===== config.mk =====
export PLATFORM = sky130hd
export DESIGN_NAME = htcb_front
export DESIGN_NICKNAME = d
export VERILOG_FILES = /design/src/sv/htcb_pkg.sv /design/src/sv/htcb_front.sv
export SDC_FILE = /design/constraint.sdc
export NUM_CORES = 1
export LEC_CHECK = 0
export CAP_MARGIN = 20
export CORE_UTILIZATION = 25
export CTS_CLUSTER_DIAMETER = 60
export DETAILED_ROUTE_END_ITERATION = 16
export DONT_BUFFER_PORTS = 1
export SKIP_LAST_GASP = 1
export SYNTH_ARGS = -nofsm -noshare
export SYNTH_HDL_FRONTEND = slang
export SYNTH_SLANG_ARGS = --single-unit

===== constraint.sdc =====
create_clock -name clock -period 7.32 [get_ports clock]
set_input_delay 0.732 -clock clock [delete_from_list [all_inputs] [get_ports clock]]
set_output_delay 0.732 -clock clock [all_outputs]
set_load 0.02 [all_outputs]

===== src/sv/htcb_pkg.sv =====
// ----------------------------------------------------------------------------
// htcb_pkg
// shared types and constants of the huffman tree code builder
// ----------------------------------------------------------------------------
package htcb_pkg;

   localparam int VOCAB_WORDS_DEF = 4096;
   localparam int MAX_CODE_DEF    = 40;
   localparam int COUNT_W         = 56;
   localparam int IN_COUNT_W      = 40;

   localparam logic CMD_LOAD  = 1'b0;
   localparam logic CMD_QUERY = 1'b1;

   localparam logic [1:0] ST_OK    = 2'd0;
   localparam logic [1:0] ST_NOTREE = 2'd1;
   localparam logic [1:0] ST_NOCODE = 2'd2;
   localparam logic [1:0] ST_TRUNC  = 2'd3;

   typedef struct packed {
      logic        cmd;
      logic [39:0] word_count;
      logic        last_word;
      logic [11:0] word_index;
   } req_type;

   typedef struct packed {
      logic        code_bit;
      logic [11:0] node_index;
      logic [5:0]  depth_pos;
      logic        is_last;
      logic [5:0]  code_len;
      logic [1:0]  status;
   } rsp_type;

endpackage


===== src/sv/htcb_front.sv =====
// ----------------------------------------------------------------------------
// htcb_front
// accepts command items and queues them for the tree engine
// ----------------------------------------------------------------------------
module htcb_front
   import htcb_pkg::*;
(
   input  logic    clock,
   input  logic    reset,
   input  logic    start,
   input  req_type req,
   output logic    busy,
   output logic    q_valid,
   output req_type q_item,
   input  logic    q_pop
);

   // two-entry queue
   req_type    mem_ff [2];
   logic [1:0] cnt_ff, cnt_in;
   logic       rd_ff, rd_in, wr_ff, wr_in;
   logic       push;

   assign busy    = (cnt_ff == 2'd2);
   assign push    = start && !busy;
   assign q_valid = (cnt_ff != 2'd0);
   assign q_item  = mem_ff[rd_ff];

   always_comb begin
      cnt_in = cnt_ff + {1'b0, push} - {1'b0, q_pop && q_valid};
      rd_in  = rd_ff ^ (q_pop && q_valid);
      wr_in  = wr_ff ^ push;
   end

   always_ff @(posedge clock) begin
      if (reset) begin
         cnt_ff <= 2'd0;
         rd_ff  <= 1'b0;
         wr_ff  <= 1'b0;
      end else begin
         cnt_ff <= cnt_in;
         rd_ff  <= rd_in;
         wr_ff  <= wr_in;
      end
      if (push) mem_ff[wr_ff] <= req;
   end

endmodule


# Word level (Yosys, flattened, before mapping)
# Memory sizes are Yosys's and may differ from the RTL's. A register that Yosys moved wholly into a read port is not among the register bits.
# Index checks and enable logic that the tools add are counted.
# word_totals
mem_count	1
mem_bits_ro	0
reg_bits	4
latchBits	0
mem_bits_rw	108
# mem_list
memory	depth	width	rd	rd_clocked_by_memory_dff	write_ports	line_no	source
mem_ff	2	54	1	1	1	htcb_front.sv:19	req_type mem_ff [2];
# classes
muxes	3
n_bitwise	2
addsub	2
n_reduce_logical	4
multipliers	0
eq_ne	1
n_lt_le_gt_ge	0
n_div	0
n_shift	0
# ops
op	n
$mux 1	3
$add 2x1->2	1
$eq 2x2->1 const B	1
$logic_and 1x1->1	2
$reduce_bool 2->1	1
$sub 2x1->2	1
$xor 1x1->1	2
$logic_not 1->1	1

# Longest topological paths before layout
# logic_depth
ltp_word	5
mapped_depth	7
mapped_depth_nobuf	7

# Worst setup path before layout
# OpenSTA, ideal clock, no wires.
# synth_path
path_kind	input to register
from	input port start
to	memory mem_ff[1][0] (netlist name), enable pin
n_path_buf	0
path_slack_ns	4.709
setup_time_ns	0.418
path_stages	2
t_required_ns	6.902
t_arrival_ns	2.194
cell_sequence	and2_1 -> ha_1
# synth_between
elab_chain_cells	3
# synth_lines
item	line_no	source
start: declaration	htcb_front.sv:10	input logic start,
$logic_and 1x1->1	htcb_front.sv:25	assign push = start && !busy;
$mux 1	htcb_front.sv:45	if (push) mem_ff[wr_ff] <= req;
$mux 1 (not written as such)	htcb_front.sv:45	
end: declaration	htcb_front.sv:19	
# Every way passes these cells.

==> results.toml <==
[logic_synthesis]
ys_types = 15
syn-num-nets = 253
synthFlopType = "edfxtp_1"
synth_edf_count = 108
ys_async_sr_fraction = 0
yosysSeqAreaShare = 0.802
synthCells = 191
synth_top_area_cell = "edfxtp_1"
ys_warn_count = 0
ys_ff_latch = 112
ys_top_cells_by_area = "edfxtp_1 78%, mux2_2 15%, dfxtp_1 1.9%"
postSynthAreaPerCell_sq_um = 21.7
netlist.area_leader.share = 0.783
yosys-top-cells-count = "108 x edfxtp_1, 55 x mux2_2, 5 x buf_6"
syn_area_sq_um = 4140
synthMostInstantiatedCell = "edfxtp_1"

[setup_path]
critical_path.startpoint_type = "register"
path_max_fanout = 29
worstSetupEndpointType = "output pin"
cp.arrival_ns = 2.07
crit_type = "register to output pin"
worstPathRequired_ns = 6.59

[layout]
fin_nets = 261
antenna_cells = 0
final_cells = 420
syn_to_final_growth_pct = 13.5
multi_input_area_sq_um = 751
final_layout_size_suffix_gt1_frac = 0.377
n_fill_cell = 1611
seqCellArea_sq_um = 3320

[sta]
hold_viol = 0
period_minus_slack_ns = 2.80
totalNegativeSetupSlack_ns = 0
rsz0062_at_grt = "false"
fin_crit_sh = 0.383
setup_viol = 0
drv_slew = 0
skew_ns = 0.00415
fmax_ghz = 0.357
tightest_slew_ns = 0.725
relSlewSlack = 0.517

[clock_network]
cts_buffers = 9
cts-resized-gates = 0
cts_tree = "done"
clk_latency_ns = 0.34
clock_sinks = 112
post-cts-setup-buffers = 0
clock_path_buffers = 2
clkTransAtPathRegs_ns = 0.07
cts-root-buf = "clkbuf_16"
cts_max_level = 3
hold_buffers = 0

[floorplan]
start_util = 0.259
die_x_microns = 131
rows = 46
die_h_microns = 131
core_sq_um = 16000
dieArea_sq_um = 17100
io_pins = 114

[drt]
vias = 1676
drtPass1Iterations = 4
routed_wl_mm = 7.02
wire_per_inst_microns = 16.7
detail_route.vias_per_cell = 3.99
drtAntennaViolNets = 0
drt_iter0_markers = 67
drc_errors = 0

[outcome]
status = "completed"

[place]
place_congestion = 0.627
post-dp-hpwl_mm = 4.61
dp.cells = 404
numPortBuffers = 0

[run]
timing.max_cap.violations = 0

[global_routing]
antenna_found_initial = 0
grt_max_degree = 30
grt_pass1_vias = 1750
overflow = 0
grt_use_total = 0.0822
grt_pass1_wl_mm = 9.59

[power_and_ir_drop]
p_per_area_nw_per_um2 = 370
p_leak_nw = 1.49
vdd_ir_drop_max_mv = 0.105

[hold_path]
hp-class = "input pin to register"
[layout make-up]
| type | instances | area share |
|---|---|---|
| clock buffer | 11 | 0.0516 |
| inverter | 3 | 0.00239 |
| clock inverter | 5 | 0.0170 |
| sequential | 112 | 0.707 |
| multi-input combinational | 70 | 0.160 |
| tap | 216 | 0.0575 |
| timing repair buffer | 3 | 0.00479 |
[cells in the final DEF, fill, tap and decap left out]
cell type / Yosys / final
clkbuf_16: 0 / 9
nand2b_1: 1 / 1
edfxtp_1: 108 / 108
buf_4: 0 / 3
nor2b_1: 2 / 2
clkbuf_8: 0 / 1
o21a_1: 1 / 1
inv_1: 3 / 3
ha_1: 4 / 2
and2_1: 1 / 1
mux2_2: 55 / 55
clkbuf_1: 0 / 1
ha_2: 0 / 2
clkinv_2: 0 / 1
or2_2: 1 / 1
dfxtp_1: 4 / 3
bufinv_16: 0 / 2
nor2_1: 3 / 3
nand2_1: 1 / 1
dfxtp_2: 0 / 1
clkinvlp_4: 0 / 2
xnor3_1: 1 / 1
[sequential cells by signal, indices dropped and copies added (netlist names)]
name	count
rd_ff	1
wr_ff	1
mem_ff	108
cnt_ff	2
[worst max-delay path, cell delays in order (launching register included)]
cell	delay [ns]
dfxtp_2	0.80
buf_4	0.47
mux2_2	0.46
[kinds of logic (layout without fill, tap and decap cells)]
logic type      after synthesis  count (layout)  share of synthesized area
mux                          55              55                      0.150
xor+xnor                      1               1                    0.00544
fa+ha+maj                     4               4                     0.0121
compound gates                1               1                    0.00181
flops                       112             112                      0.802
simple gates                  9               9                     0.0112
buf+inv                       9              22                     0.0175
[stage by stage]
step | hold slack [ns] | worst slack [ns] | power (mW) | util | instance area [sq um]
final | 0.444 | 4.52 | 1.74 | 0.294 | 4700
after global placement | 0.572 | 4.84 | 1.23 | 0.274 | 4380
after floorplan | 0.532 | 4.71 | 1.19 | - | 4140
after global routing | 0.426 | 4.33 | 1.81 | 0.294 | 4700
after detailed placement | 0.583 | 4.83 | 1.24 | 0.274 | 4380
after CTS | 0.423 | 4.44 | 1.77 | 0.294 | 4700
[metal layers]
layer,vias to the layer above,global-route usage,part of all wire
li1,756,-,-
met1,852,0.0751,0.34
met2,59,0.146,0.56
met3,9,0.0338,0.074
met4,0,0.0609,0.025
met5,-,0,0
[worst paths after layout]
path	startpoint	endpoint	slack (ns)	cells past startpoint
worst max register to register	cnt_ff[0]$_SDFF_PP0_	mem_ff[0][34]$_DFFE_PP_	5.14	4
worst min-delay path	reset	wr_ff$_SDFF_PP0_	0.44	1
worst max-delay path	rd_ff$_SDFF_PP0_	q_item[34]	4.52	2
worst min register to register	wr_ff$_SDFF_PP0_	wr_ff$_SDFF_PP0_	0.59	3
[where the power goes]
| part | switching (mW) | internal (mW) | total, mW |
|---|---|---|---|
| Combinational | 0.238 | 0.124 | 0.362 |
| Clock | 0.213 | 0.309 | 0.522 |
| Sequential | 0.0401 | 0.814 | 0.854 |
(Power assumes the default switching activity.)
